[config.mk]
export PLATFORM = sky130hd
export DESIGN_NAME = dlf_datapath
export DESIGN_NICKNAME = d
export VERILOG_FILES = /design/src/dlf_pkg.sv /design/src/dlf_datapath.sv
export SDC_FILE = /design/constraint.sdc
export NUM_CORES = 1
export LEC_CHECK = 0
export ABC_AREA = 1
export BUFFER_PORTS_ARGS = -buffer_cell sky130_fd_sc_hd__buf_2
export CAP_MARGIN = 20
export CORE_MARGIN = 3
export CORE_UTILIZATION = 50
export CTS_CLUSTER_DIAMETER = 120
export CTS_CLUSTER_SIZE = 14
export DETAILED_ROUTE_END_ITERATION = 8
export HOLD_SLACK_MARGIN = 0.06
export PLACE_DENSITY = 0.73
export REMOVE_ABC_BUFFERS = 1
export SYNTH_ARGS = -nofsm -noshare
export SYNTH_HDL_FRONTEND = slang
export SYNTH_SLANG_ARGS = --single-unit
[constraint.sdc]
create_clock -name i_clk -period 8.3 [get_ports i_clk]
set_clock_uncertainty 0.2 [all_clocks]
set_input_delay 0.83 -clock i_clk [delete_from_list [all_inputs] [get_ports i_clk]]
set_output_delay 0.83 -clock i_clk [all_outputs]
set_load 0.03 [all_outputs]
[src/dlf_pkg.sv]
`default_nettype none
package dlf_pkg;

    // Parameter defaults
    localparam int INPUT_MAX_DEF  = 1024;
    localparam int OUTPUT_MAX_DEF = 1024;

    // Field widths fixed by the stream format
    localparam int MODE_W  = 2;
    localparam int INDEX_W = 10;
    localparam int VALUE_W = 16;
    localparam int WORD_W  = 32;
    localparam int ROWN_W  = 10;
    localparam int CNT_W   = 11;
    localparam int ACC_W   = 48;
    localparam int TOT_W   = 41;

    // Item kinds carried on tuser
    localparam logic [MODE_W-1:0] MODE_ACT    = 2'd0;
    localparam logic [MODE_W-1:0] MODE_WEIGHT = 2'd1;
    localparam logic [MODE_W-1:0] MODE_BIAS   = 2'd2;

    // Configuration register indexes and reset value
    localparam int                REG_INPUT_COUNT = 0;
    localparam logic [CNT_W-1:0]  CNT_RESET       = 11'd1024;

    // Result queue
    localparam int FIFO_DEPTH = 8;
    localparam int FIFO_AW    = 3;
    localparam int PEND_W     = 4;

    // Item entering the arithmetic pipeline
    typedef struct packed {
        logic                     mac;
        logic                     close;
        logic signed [VALUE_W-1:0] weight;
        logic signed [WORD_W-1:0]  bias;
        logic signed [WORD_W-1:0]  prior;
        logic [ROWN_W-1:0]        row;
        logic                     cerr;
    } t_stage_a;

    // One finished row
    typedef struct packed {
        logic                     sat;
        logic                     cerr;
        logic [ROWN_W-1:0]        row;
        logic [WORD_W-1:0]        value;
    } t_result;

endpackage
`default_nettype wire

[src/dlf_datapath.sv]
`default_nettype none
module dlf_datapath
    import dlf_pkg::*;
(
    input  wire               i_clk,
    input  wire               i_rst_n,
    input  t_stage_a          i_a,
    input  wire [VALUE_W-1:0] i_act,
    output logic              o_push,
    output t_result           o_res
);

    // Multiply stage
    logic                      r_b_mac;
    logic                      r_b_close;
    logic signed [WORD_W-1:0]  r_b_prod;
    logic signed [WORD_W:0]    r_b_pb;
    logic [ROWN_W-1:0]         r_b_row;
    logic                      r_b_cerr;

    // Accumulate stage
    logic signed [ACC_W-1:0]   r_acc;
    logic                      r_c_valid;
    logic signed [TOT_W-1:0]   r_c_tot;
    logic [ROWN_W-1:0]         r_c_row;
    logic                      r_c_cerr;

    logic                      w_sat;

    always_ff @(posedge i_clk) begin
        if (!i_rst_n) begin
            r_b_mac   <= 1'b0;
            r_b_close <= 1'b0;
        end else begin
            r_b_mac   <= i_a.mac;
            r_b_close <= i_a.close;
        end
    end

    always_ff @(posedge i_clk) begin
        r_b_prod <= $signed(i_act) * i_a.weight;
        r_b_pb   <= (WORD_W+1)'(i_a.bias) + (WORD_W+1)'(i_a.prior);
        r_b_row  <= i_a.row;
        r_b_cerr <= i_a.cerr;
    end

    always_ff @(posedge i_clk) begin
        if (!i_rst_n) begin
            r_acc     <= '0;
            r_c_valid <= 1'b0;
        end else begin
            r_c_valid <= r_b_close;
            if (r_b_close) begin
                r_acc <= '0;
            end else if (r_b_mac) begin
                r_acc <= r_acc + ACC_W'(r_b_prod);
            end
        end
    end

    // Floor divide by 256 is an arithmetic shift: drop the low byte
    always_ff @(posedge i_clk) begin
        r_c_tot  <= TOT_W'(r_b_pb) + TOT_W'($signed(r_acc[ACC_W-1:8]));
        r_c_row  <= r_b_row;
        r_c_cerr <= r_b_cerr;
    end

    // Clip when the bits above bit 31 are not all copies of the sign
    assign w_sat = !((&r_c_tot[TOT_W-1:WORD_W-1]) || !(|r_c_tot[TOT_W-1:WORD_W-1]));

    always_comb begin
        o_push       = r_c_valid;
        o_res.sat    = w_sat;
        o_res.cerr   = r_c_cerr;
        o_res.row    = r_c_row;
        if (w_sat) begin
            o_res.value = r_c_tot[TOT_W-1] ? 32'h8000_0000 : 32'h7FFF_FFFF;
        end else begin
            o_res.value = r_c_tot[WORD_W-1:0];
        end
    end

endmodule
`default_nettype wire

Word level (Yosys, flattened, before mapping) --
Index checks and enable logic that the tools add are counted.
Cells by class: add/sub/neg operators 3, bitwise operators 1, muxes and demuxes 2, reduce and logical (&&, ||, !) cells 6, multipliers 1
Operators with widths (count):
- 32-bit 2-to-1 mux | 2
- 48-bit by 32-bit adder with 48-bit output | 1
- 33-bit by 40-bit adder with 41-bit output | 1
- 32-bit by 32-bit adder with 33-bit output | 1
- 16-bit by 16-bit multiplier with 32-bit output | 1
- 10-bit AND reduction | 1
- 10-bit OR reduction | 1
- 1-bit zero test | 2
- 2-bit OR reduction | 1
- 1-bit logical OR | 1
- 1-bit inverter | 1
Word-level totals: output and inout port bits 45, register bits 179, input bits 111

Depth between registers and ports, before layout --
word-level depth 4, mapped depth 26, mapped depth without buffers 24

Least setup slack after synthesis --
Ideal clock, no wire load.
path kind input port to flip-flop, from input port i_a[78] (netlist bit), to register r_b_prod[28], slack 2019 ps, data arrival time 6009 ps, path buffers 2, stages 20, path through clkbuf_1 clkbuf_1 nand2_1 inv_1 fa_1 fa_1 inv_1 fa_1 inv_1 fa_1 fa_1 inv_1 fa_1 inv_1 ha_1 nand2_1 nor4_1 o21ai_0 nand4_1 xor2_1
On the way: cells in the longest elaborated chain, start to end 1
RTL lines:
- start: declaration | RTL line dlf_datapath.sv:7 | input t_stage_a i_a,
- 16-bit by 16-bit multiplier with 32-bit output | RTL line dlf_datapath.sv:41 | r_b_prod <= $signed(i_act) * i_a.weight;
- end signal: assignment | RTL line dlf_datapath.sv:41
- end: declaration | RTL line dlf_datapath.sv:16 | logic signed [WORD_W-1:0] r_b_prod;
Every way passes these cells. A chain may end at the register's enable or synchronous reset.

Worst setup path after layout --
from input port i_a[76] (netlist bit), to register r_b_prod[30]
The elaborated chain is that of the path after synthesis.

==> results.toml <==
[synth]
ys.flop_type = "dfxtp_1"
async_flop_share_pct = 0
synth-adder-area-share_pct = 32.9
syn_area_um2 = 23800
synth_top_area_share_pct = 22.3
ys_seq_elements = 179
syn-instance-count = 3456
synthSimpleGateAreaFrac_pct = 24.0
synth_compound_area_share_pct = 9.63
yosys_warnings = 0
synth_top_family_by_area = "adder cells"
synth_mux_area_share_pct = 0
synth_top_cells_by_area = "fa_1 22%, dfxtp_1 15%, inv_1 13%"
yosysUniqueCellTypes = 48
yosys-top-cells-count = "812 x inv_1, 810 x nand2_1, 329 x nor2_1, 265 x fa_1, 201 x ha_1"
syn_area_per_cell_um2 = 6.88
synthXorXnorAreaFrac_pct = 4.13
synth_edf_count = 0
synth-seq-area-share_pct = 15.1
yosysMostFrequentCell = "inv_1"
synth_area_leader_cell = "fa_1"

[pwr]
peakVddDrop_mv = 0.478
p_int_mw = 5.09
p_clk_share_pct = 7.7
netSwitchingFraction_pct = 56.0
p_comb_share_pct = 80.5
leakagePower_nw = 14.6
p_sw_mw = 6.48
seqPwrFrac_pct = 11.8
powerDensity_nw_per_um2 = 451

[layout]
diodes = 0
finalNetCount = 4129
area_growth_pct = 8.01
ff_latch_area_um2 = 3580
drive_gt1_share_pct = 7.21
multi_input_area_um2 = 16800
fillers = 4670

[timing]
relSlewSlack_pct = 39.3
finalMaxSlewViolations = 0
min_period_ps = 6200
finalHoldViolCount = 0
rsz0062_at_grt = "no"
whs_ps = 128
tns_ps = 0
setup_viol = 0
worst_slew_pin_slew_ps = 909
max_freq_mhz = 161
post-route-period-util_pct = 74.6

[die]
coreArea_um2 = 46800
ios = 156
initial_utilization_pct = 50.8
die_h_um = 224
die_w_um = 224
rows = 79
die_area_um2 = 50200

[setup_path]
slowest_delay_ps = 840
cp-end-kind = "flop"
slowest_stage = "fa_1"
path_common_cell = "fa_1"
cp_top_family = "adder cells"
worstSetupPathType = "input port to flop"
path_cells = "buf_2 > nand2_1 > inv_1 > fa_1 > fa_1 > inv_1 > fa_1 > fa_1 > fa_1 > fa_1 > inv_1 > ha_1 > nand2_1 > inv_1 > a21oi_1 > o221ai_1 > a21oi_1 > nand2_1 > nand2_1 > nand2_1"
required_ps = 8440
crit_arrival_ps = 6330
start_kind = "input port"
cp_num_buf_inv = 5
path_max_fanout = 16

[placed_design]
portBuffers = 155
hpwlAfterDp_mm = 57.9
gp_congestion = 0.995

[global_route]
gr-total-overflow = 0
grt_usage_pct = 27.6
grt_pass1_wl_mm = 110
grt_pass1_vias = 20800
grt_max_degree = 51
grt_antenna_before_repair = 0

[clock_tree]
cts_tree = "done"
numClockSinks = 179
post_cts_resize_count = 0
clk_path_buf_depth = 2
clkLatencyLatePin_ps = 460
postCtsHoldBufs = 0
cts.reportedPaths.clkPinSlew_ps = 80
root_buffer = "clkbuf_16"
numCtsBuffers = 17
cts_setup_buffers = 0
h-tree-depth = 4

[routing]
wl_per_cell_um = 16.3
dr.pass1.iters = 6
viasPerCell = 5.14
dr.first_iter.drc_count = 1730
num_vias = 21400
drc = 0
drt-total-wl_mm = 67.9
drtAntennaViolNets = 0

[min_path]
hold_path.class = "flop to flop"

[run]
cap_violations = 0

[run_status]
status = "complete, no violations"
## area by class of cell
class,instances,area share [%]
multi-input combinational,2377,65.5
sequential,179,14.0
inverter,820,12.0
timing repair buffer,157,3.08
tap,607,2.96
clock buffer,17,1.66
clock inverter,15,0.892
## cell usage in the layout, fill, tap and decap left out, types with 3 or more instances in the layout
cell	n
inv_1	812
nand2_1	810
nor2_1	329
fa_1	265
ha_1	201
a21oi_1	178
dfxtp_1	178
buf_2	155
nand3_1	133
o21ai_0	119
xor2_1	77
nand4_1	35
xnor2_1	35
o21bai_1	32
nor3_1	23
o21ai_1	19
clkbuf_16	17
nand2_2	16
a31oi_1	15
a21o_1	14
nor2_2	10
nor4_1	8
a21oi_2	7
inv_2	7
or2_2	6
o21ai_2	6
o211ai_1	5
nor3_2	5
clkinv_8	5
a21boi_0	4
and2_1	4
inv_8	4
inv_6	3
## power groups by stage
stage | clock [mW] | combinational [mW] | sequential, mW
after floorplan | 0 | 7.08 | 1.31
after global placement | 0 | 9.21 | 1.38
after detailed placement | 0 | 9.31 | 1.38
after CTS | 0.911 | 9.35 | 1.36
after global routing | 0.942 | 10.7 | 1.38
final | 0.893 | 9.31 | 1.36
## per-stage QoR
step / instances / power (mW) / area, um^2 / setup slack (ps) / utilization, %
floorplan: 3376 / 8.39 / 23500 / 2320 / -
global placement: 4140 / 10.6 / 25000 / 1730 / 53.5
detailed placement: 4140 / 10.7 / 25000 / 1640 / 53.5
CTS: 4172 / 11.6 / 25700 / 2120 / 54.9
global route: 4172 / 13.1 / 25700 / 1730 / 54.9
finish: 4172 / 11.6 / 25700 / 2100 / 54.9
## state kept, by name, indices dropped and copies added (netlist names)
register,flops
r_b_prod,32
o_push,1
r_b_close,1
r_c_tot,41
r_b_mac,1
r_acc,48
r_c_cerr,1
r_b_row,10
r_b_cerr,1
r_c_row,10
r_b_pb,33
## kinds of logic (layout without fill, tap and decap cells)
kind of cell	count (synthesis)	count (layout)
AO/OA/AOI/OAI	408	408
XOR/XNOR	112	112
adder cells (fa/ha/maj)	466	466
buffers and inverters	900	1009
flip-flops	179	179
AND/OR/NAND/NOR	1391	1391
## routing by layer
layer | GRT usage (%) | part of all wire (%) | vias up
met4 | 8.32 | 3.0 | 0
met1 | 38.9 | 46 | 9967
met2 | 44.2 | 45 | 709
li1 | - | - | 10700
met3 | 3.84 | 6.7 | 114
met5 | 0 | 0 | -
## path summary, 6_finish.rpt
path	from	cells past startpoint	slack (ps)	endpoint
max	i_a[76]	20	2100	r_b_prod[30]
min	r_b_row[0]	0	130	r_c_row[0]
max reg2reg	r_acc[8]	15	5250	r_c_tot[22]
min reg2reg	r_b_row[0]	0	130	r_c_row[0]
No activity file was read; power rests on OpenSTA's default activity.
