--- src/dlf_pkg.sv ---
`default_nettype none
package dlf_pkg;

    // Parameter defaults
    localparam int INPUT_MAX_DEF  = 1024;
    localparam int OUTPUT_MAX_DEF = 1024;

    // Field widths fixed by the stream format
    localparam int MODE_W  = 2;
    localparam int INDEX_W = 10;
    localparam int VALUE_W = 16;
    localparam int WORD_W  = 32;
    localparam int ROWN_W  = 10;
    localparam int CNT_W   = 11;
    localparam int ACC_W   = 48;
    localparam int TOT_W   = 41;

    // Item kinds carried on tuser
    localparam logic [MODE_W-1:0] MODE_ACT    = 2'd0;
    localparam logic [MODE_W-1:0] MODE_WEIGHT = 2'd1;
    localparam logic [MODE_W-1:0] MODE_BIAS   = 2'd2;

    // Configuration register indexes and reset value
    localparam int                REG_INPUT_COUNT = 0;
    localparam logic [CNT_W-1:0]  CNT_RESET       = 11'd1024;

    // Result queue
    localparam int FIFO_DEPTH = 8;
    localparam int FIFO_AW    = 3;
    localparam int PEND_W     = 4;

    // Item entering the arithmetic pipeline
    typedef struct packed {
        logic                     mac;
        logic                     close;
        logic signed [VALUE_W-1:0] weight;
        logic signed [WORD_W-1:0]  bias;
        logic signed [WORD_W-1:0]  prior;
        logic [ROWN_W-1:0]        row;
        logic                     cerr;
    } t_stage_a;

    // One finished row
    typedef struct packed {
        logic                     sat;
        logic                     cerr;
        logic [ROWN_W-1:0]        row;
        logic [WORD_W-1:0]        value;
    } t_result;

endpackage
`default_nettype wire

--- src/dlf_res_fifo.sv ---
`default_nettype none
module dlf_res_fifo
    import dlf_pkg::*;
(
    input  wire     i_clk,
    input  wire     i_rst_n,
    input  wire     i_push,
    input  t_result i_data,
    input  wire     i_pop,
    output logic    o_valid,
    output t_result o_data
);

    t_result             r_mem [FIFO_DEPTH];
    logic [FIFO_AW-1:0]  r_wr_ptr;
    logic [FIFO_AW-1:0]  r_rd_ptr;
    logic [PEND_W-1:0]   r_cnt;
    logic                w_pop;

    assign o_valid = (r_cnt != '0);
    assign o_data  = r_mem[r_rd_ptr];
    assign w_pop   = i_pop && o_valid;

    always_ff @(posedge i_clk) begin
        if (i_push) begin
            r_mem[r_wr_ptr] <= i_data;
        end
    end

    always_ff @(posedge i_clk) begin
        if (!i_rst_n) begin
            r_wr_ptr <= '0;
            r_rd_ptr <= '0;
            r_cnt    <= '0;
        end else begin
            if (i_push) begin
                r_wr_ptr <= r_wr_ptr + 1'b1;
            end
            if (w_pop) begin
                r_rd_ptr <= r_rd_ptr + 1'b1;
            end
            case ({i_push, w_pop})
                2'b10:   r_cnt <= r_cnt + 1'b1;
                2'b01:   r_cnt <= r_cnt - 1'b1;
                default: r_cnt <= r_cnt;
            endcase
        end
    end

endmodule
`default_nettype wire

--- config.mk ---
export PLATFORM = sky130hd
export DESIGN_NAME = dlf_res_fifo
export DESIGN_NICKNAME = d
export VERILOG_FILES = /design/src/dlf_pkg.sv /design/src/dlf_res_fifo.sv
export SDC_FILE = /design/constraint.sdc
export NUM_CORES = 1
export LEC_CHECK = 0
export BUFFER_PORTS_ARGS = -buffer_cell sky130_fd_sc_hd__buf_2
export CORE_ASPECT_RATIO = 1.4
export CORE_UTILIZATION = 58
export DETAILED_ROUTE_END_ITERATION = 7
export GPL_TIMING_DRIVEN = 0
export PLACE_DENSITY = 0.77
export SLEW_MARGIN = 40
export SYNTH_ARGS = -nofsm -noshare
export SYNTH_HDL_FRONTEND = slang
export SYNTH_SLANG_ARGS = --single-unit
--- constraint.sdc ---
create_clock -name i_clk -period 6 [get_ports i_clk]
set_input_delay 1.2 -clock i_clk [delete_from_list [all_inputs] [get_ports i_clk]]
set_output_delay 1.2 -clock i_clk [all_outputs]
set_load 0.03 [all_outputs]
## Word-level counts from Yosys, hierarchy flattened

Memories as Yosys holds them, arrays and structs flattened. A register that Yosys moved wholly into a read port is not among the register bits.
Index checks and enable logic that the tools add are counted.

| storage, ports and cells | value |
|---|---|
| register bits after elaboration | 10 |
| memory bits (writable) | 352 |
| output and inout bits | 45 |
| word-level logic and storage cells | 18 |
| memories kept | 1 |

| cells by class | value |
|---|---|
| add/subtract/negate cells | 4 |
| equal/unequal tests | 2 |
| muxes and demuxes | 5 |
| reductions and logical operators | 3 |

Memory list:

| name | depth | width | read ports | clocked after Yosys merged registers in | wr ports | line | RTL |
|---|---|---|---|---|---|---|---|
| r_mem | 8 | 44 | 1 | 1 | 1 | dlf_res_fifo.sv:14 | `t_result r_mem [FIFO_DEPTH];` |

Operators with widths:

| kind | count |
|---|---|
| $pmux 4 s2 | 1 |
| $add 3x1->3 const B | 2 |
| $mux 3 | 2 |
| $add 4x1->4 const B | 1 |
| $reduce_bool 4->1 | 1 |
| $sub 4x1->4 const B | 1 |
| $eq 2x1->1 const B | 1 |
| $eq 2x2->1 const B | 1 |
| $mux 1 | 2 |
| $reduce_bool 2->1 | 1 |
| $logic_and 1x1->1 | 1 |

## Logic depth before layout (Yosys ltp)

Gate-level depths: netlist (run 1).

| depth | value |
|---|---|
| depth after elaboration | 4 |
| gate-level depth with buffers | 10 |
| mapped depth without buffers | 10 |

## Worst setup path before layout (run 1)

OpenSTA, ideal clock, no wires.

| path | value |
|---|---|
| kind | input to register |
| start point | input i_push |
| end point | memory r_mem[0][0] in the netlist's numbering, enable pin |
| library setup time | 0.500 ns |
| arrival time | 4.305 ns |
| required time | 5.500 ns |
| path slack | 1.195 ns |
| stages on the path | 2 |
| path buffers | 0 |
| cells stage by stage | nand2b_1 > nor3_1 |

| between the ends | value |
|---|---|
| word-level cells in the longest chain between the ends | 2 |

RTL lines:

| what | line | RTL |
|---|---|---|
| from (decl) | dlf_res_fifo.sv:7 | `input wire i_push,` |
| $mux 1 | dlf_res_fifo.sv:25 | `if (i_push) begin` |
| $mux 1 (not written as such) | dlf_res_fifo.sv:26 | `r_mem[r_wr_ptr] <= i_data;` |
| to (decl) | dlf_res_fifo.sv:14 |  |

No other way between the ends.

==> flow_summary.ini, run 1 <==
[outcome]
status = completed

[synthesis]
yosysMostFrequentCell = edfxtp_1
post_synth.cell_area_avg_um2 = 23.91
async_reset_ff_share_pct = 0
ys_seq_area_share_pct = 77.97
synthesis.area_um2 = 13890
yosys.cell_types.count = 29
synth-main-ff-cell = edfxtp_1
synth_top_cells_by_count = 352 x edfxtp_1, 88 x mux4_2, 39 x mux2_2, 14 x clkbuf_1, 13 x dfxtp_1
yosys.area.top_type = edfxtp_1
synth_edf_count = 352
yosys.area.top_type_share_pct = 76.10
synthesis.nets = 634
synth-seq-cells = 365
synth_cells = 581
yosysWarnings = 0
synth_area_leaders = edfxtp_1 76%, mux4_2 14%, mux2_2 3.2%

[layout]
nets = 800
nFillCells = 1340
seq_area_um2 = 10830
multi_input_area_um2 = 2938
drive_above_1_share_pct = 43.32
area_growth_pct = 18.48

[clock_tree]
clk_pin_slew_ps = 60
postCtsResizedCells = 0
cts.sinks = 365
htree_levels = 2
clock_path_buffers = 3
post_cts_buffers = 0
numCtsBuffers = 34
cts_tree = built
clock-root-buffer = clkbuf_16
hold_buffers = 0
clock_latency_ps = 510

[worst_setup_path]
crit_required_ps = 4800
path_cells = clkbuf_1 -> buf_2 -> buf_2 -> mux4_2 -> mux2_2 -> buf_2
rr_endpoint = r_cnt[2]
reg2reg_depth = 10
cpMostUsedCell = buf_2
slowest_delay_ps = 380
crit_arrival_ps = 2810
slowest_stage = clkbuf_1
ff2ff_setup_slack_ps = 3380
worstSetupPathType = reg -> out
worst_path_dominant_cell_family = buffers and inverters
r2r-start = r_cnt[1]
start_kind = flip-flop
crit_path_max_fanout = 10
cp_num_buf_inv = 4
end_kind = primary output

[hold_path]
hp-start = r_cnt[3]
hold_class = reg -> reg
whs_path_depth = 2
hold_path_end = r_cnt[3]

[timing]
post-route-min-period_ps = 4011
rsz0062_at_grt = no
period_share_pct = 66.86
slew_headroom_pct = 44.47
setup_viol = 0
fmax_ghz = 0.2493
finalMaxSlewViolations = 0
finalHoldViolations = 0
setup_tns_ps = 0
worst_slew_pin_slew_ps = 833.0
holdWs_ps = 494.7
skew_ps = 13.71

[grt]
grt_pass1_vias = 7107
grt_max_degree = 16
grt_usage_pct = 24.15
overflow = 0
antenna_found_initial = 4
grt_pass1_wl_mm = 42.12

[pwr]
power.density_nw_per_um2 = 389.1
leakage_uw = 0.005399
peakVddDrop_v = 0.0003442

[place]
gp_congestion = 0.7261
hpwl_mm = 18.18
port_buffers = 92

[drt]
firstDrtPassIters = 5
vias = 6557
avgViaCountPerCell = 6.077
wl_per_cell_um = 26.19
ant_nets = 0
detail_route.wirelength_mm = 28.26
drtIter0Drc = 380
drc = 0

[die]
die_y_um = 185.1
start_util_pct = 59.43
core_area_um2 = 23370
pin_count = 93
die_w_um = 132.8
dieArea_um2 = 24580
fp-row-count = 66

[run]
drv_cap = 0
## cells in the final DEF, fill, tap and decap left out, types with 6 or more instances in the layout
cell type / n
and2_1: 6
buf_16: 10
buf_2: 106
buf_4: 13
buf_8: 10
clkbuf_1: 19
clkbuf_16: 37
clkinv_1: 6
dfxtp_1: 13
edfxtp_1: 352
mux2_2: 39
mux2_4: 6
mux4_2: 88
nand2_1: 7
nor2_4: 6
## power breakdown
group,internal [µW],switching (µW)
clock network,1250,874
logic,622,735
registers,2880,40.4
total,4750,1650
## tightest hold or removal path, stage by stage (launching register included)
cell and delay (ps):
dfxtp_1 330, nand2_1 60, mux2i_1 50
## metal layers
layer | vias up | wire length [µm] | track usage, %
met5 | - | 22 | 0
met3 | 70 | 1624 | 4.707
met1 | 3412 | 10530 | 29.27
li1 | 2788 | - | -
met4 | 4 | 917 | 10.76
met2 | 283 | 15170 | 42.22
## registers in the layout (all words and copies together), names as in the netlist, named ones only
signal	cells
r_mem	352
r_rd_ptr	3
r_wr_ptr	3
r_cnt	4
## how the worst max path moves through the flow
stage                    to  slack (ps)       from  depth (start not counted)
2_1_floorplan   r_mem[0][0]        1200     i_push                          2
3_3_place_gp   r_mem[4][29]       -2120     i_push                          3
4_1_cts          o_data[23]        1920  flip-flop                          6
5_1_grt          o_data[36]        1910  flip-flop                          6
3_5_place_dp     o_data[36]        2540  flip-flop                          6
6_report         o_data[23]        1990  flip-flop                          6
## through the flow
stage | utilization [%] | total power (µW) | cell area [µm²] | worst slack (ps) | std cells
global route | 70.41 | 6620 | 16450 | 1906 | 1078
finish | 70.42 | 6403 | 16460 | 1989 | 1079
CTS | 70.40 | 6459 | 16450 | 1917 | 1077
floorplan | - | 3967 | 13890 | 1195 | 581
global placement | 63.04 | 4270 | 14730 | -2123 | 979
detailed placement | 65.62 | 4337 | 15340 | 2540 | 1017
## cell families after synthesis
logic type                 after synthesis  synth area share [%]
DFF                                    365                 77.97
muxes                                  136                 18.30
and+or+nand+nor                         33                 1.261
buffers and inverters                   29                 1.270
xor gates and xnor gates                 7                0.4414
AOI/OAI and AO/OA                        6                0.3062
adders and majority gates                5                0.4504
## cell type report
type,count,share of cell area [%]
buffer,27,1.026
antenna,2,0.03041
multi-input combinational,187,17.85
inverter,2,0.04562
tap,306,2.326
timing repair buffer,130,6.128
clock inverter,14,0.7071
clock buffer,46,6.075
sequential,365,65.81
Note: power is estimated with default switching activity, not from simulation.
==> run 2, diff against run 1 <==
--- a/config.mk
+++ b/config.mk
@@ -5,6 +5,7 @@
 export SDC_FILE = /design/constraint.sdc
 export NUM_CORES = 1
 export LEC_CHECK = 0
+export ABC_AREA = 1
 export BUFFER_PORTS_ARGS = -buffer_cell sky130_fd_sc_hd__buf_2
 export CORE_ASPECT_RATIO = 1.4
 export CORE_UTILIZATION = 58
==> constraint.sdc (replaced) <==
create_clock -name i_clk -period 3.95 [get_ports i_clk]
set_input_delay 0.79 -clock i_clk [delete_from_list [all_inputs] [get_ports i_clk]]
set_output_delay 0.79 -clock i_clk [all_outputs]
set_load 0.03 [all_outputs]
==> flow_summary.ini, run 2 <==
[outcome]
status = completed

[die]
die_y_um = 188.0
pin_count = 93
die_w_um = 134.9
core_area_um2 = 24140
dieArea_um2 = 25350
start_util_pct = 59.37
fp-row-count = 67

[clock_tree]
htree_levels = 1
cts.sinks = 365
clock_path_buffers = 3
hold_buffers = 0
numCtsBuffers = 31
post_cts_buffers = 0
clk_pin_slew_ps = 70
clock_latency_ps = 550
clock-root-buffer = clkbuf_16
postCtsResizedCells = 0
cts_tree = built

[layout]
drive_above_1_share_pct = 16.09
postLayoutCellArea_um2 = 16570
final_cell_mix = 352 x edfxtp_1, 180 x nor2_1, 157 x o21ai_0
nets = 1272
area_growth_pct = 15.63
largest_reg_flops = 352
final_common_cell = edfxtp_1
largest_register = r_mem
nFillCells = 1594
reg_top3 = r_mem x352, r_cnt x4

[place]
gp_congestion = 0.7590
port_buffers = 92
placed_area_um2 = 15600
hpwl_mm = 20.86

[grt]
grt_pass1_vias = 9048
use_met2_pct = 44.71
grt_usage_pct = 25.59
antenna_found_initial = 2
overflow = 0
grt_pass1_wl_mm = 48.80
grtUsageMet1_pct = 31.79
grt_max_degree = 19
grt_most_used_layer = met2
use_met3_pct = 3.136

[synthesis]
synth_compound_area_share_pct = 8.729
synth_area_leaders = edfxtp_1 74%, o21ai_0 5.5%, nor2_1 4.9%
yosys.area.top_type = edfxtp_1
synth_top_cells_by_count = 352 x edfxtp_1, 188 x nor2_1, 157 x o21ai_0, 149 x nand2_1
synth_xor_area_share_pct = 0.1833
synthesis.area_um2 = 14330
synth_cells = 1076
async_reset_ff_share_pct = 0
ys_seq_area_share_pct = 75.56
synth_edf_count = 352
post_synth.cell_area_avg_um2 = 13.32
yosys.cell_types.count = 24
yosysWarnings = 0
synth-seq-cells = 365
muxShareOfSynthArea_pct = 3.073
synth-main-ff-cell = edfxtp_1
synthesis.nets = 1129
yosysMostFrequentCell = edfxtp_1
yosys.area_share.adder_pct = 0.4365
yosys.area.top_type_share_pct = 73.74
synth_top_family_by_area = simple AND/OR/NAND/NOR gates
yosys.area_share.simple_pct = 9.017

[timing]
fmax_ghz = 0.3055
skew_ps = 10.66
rsz0062_at_grt = no
slew_headroom_pct = 58.32
finalHoldViolations = 0
worst_slew_pin_slew_ps = 625.3
post-route-min-period_ps = 3273
finalMaxSlewViolations = 0
period_share_pct = 82.86
setup_viol = 0
setup_tns_ps = 0

[pwr]
leakage_uw = 0.005841
totalPowerFinal_uw = 10330
peakVddDrop_v = 0.0006454
power.density_nw_per_um2 = 623.5

[drt]
vias = 9088
ant_nets = 0
wl_per_cell_um = 20.49
drtIter0Drc = 759
detail_route.wirelength_mm = 31.85
drc = 0
firstDrtPassIters = 5
avgViaCountPerCell = 5.848

[worst_setup_path]
crit_required_ps = 3160
start_kind = flip-flop
rr_endpoint = r_cnt[2]
crit_path_max_fanout = 10
worstSetupPathType = reg -> out
crit_arrival_ps = 2480
ff2ff_setup_slack_ps = 1890
end_kind = primary output
reg2reg_depth = 13
r2r-start = r_cnt[0]

[hold_path]
hold_class = reg -> reg
whs_path_depth = 1
hp-start = r_rd_ptr[0]

[run]
drv_cap = 0
[run 2: logic make-up (layout without fill, tap and decap cells)]
| family | count (synthesis) | in the layout |
|---|---|---|
| compound gates | 239 | 239 |
| xor+xnor | 3 | 3 |
| fa+ha+maj | 5 | 5 |
| buf+inv | 78 | 245 |
| flops | 365 | 365 |
| mux | 44 | 44 |
| other cells | 0 | 1 |
| simple gates | 342 | 342 |
[run 2: metal layers]
layer,wire (µm),up-vias
li1,-,4179
met1,12210,4455
met2,16700,371
met3,1770,81
met4,1162,2
met5,11,-
[run 2: layout make-up]
class | count | area [µm²] | area share (%)
antenna | 1 | 2.502 | 0.01510
buffer | 61 | 366.6 | 2.212
clock buffer | 39 | 825.8 | 4.983
clock inverter | 18 | 145.1 | 0.8757
inverter | 17 | 63.81 | 0.3850
multi-input combinational | 633 | 3133 | 18.90
sequential | 365 | 10830 | 65.35
tap | 310 | 387.9 | 2.340
timing repair buffer | 110 | 818.3 | 4.937
[run 2: critical path: stages, from the launching register on]
cell and delay, ps:
dfxtp_1 390, buf_2 260, clkbuf_1 430, o21ai_0 170, o21ai_0 280, nand2_1 100
nand2_1 100, buf_2 190
[run 2: metrics by stage]
step	setup WS (ps)	hold slack [ps]	utilization, %	cells
2_1_floorplan	466.5	447.6	-	1076
3_3_place_gp	-1227	464.4	62.88	1478
3_5_place_dp	1286	467.3	64.61	1496
4_1_cts	703.2	482.9	68.64	1553
5_1_grt	544.5	494.7	68.64	1553
6_report	677.2	482.5	68.65	1554
[run 2: how the worst max path moves through the flow]
stage	depth (start not counted)	to	slack, ps
floorplan	3	r_mem[0][0]	470
global placement	4	r_mem[0][10]	-1230
detailed placement	7	o_data[21]	1290
CTS	7	o_data[21]	700
global route	7	o_data[32]	540
finish	7	o_data[21]	680
[run 2: report_power, final]
group | leakage, µW | internal, µW | total, µW | switching [µW]
clock network | 0.000472 | 1610 | 2910 | 1310
logic | 0.00206 | 917 | 3000 | 2080
registers | 0.00330 | 4360 | 4420 | 55.6
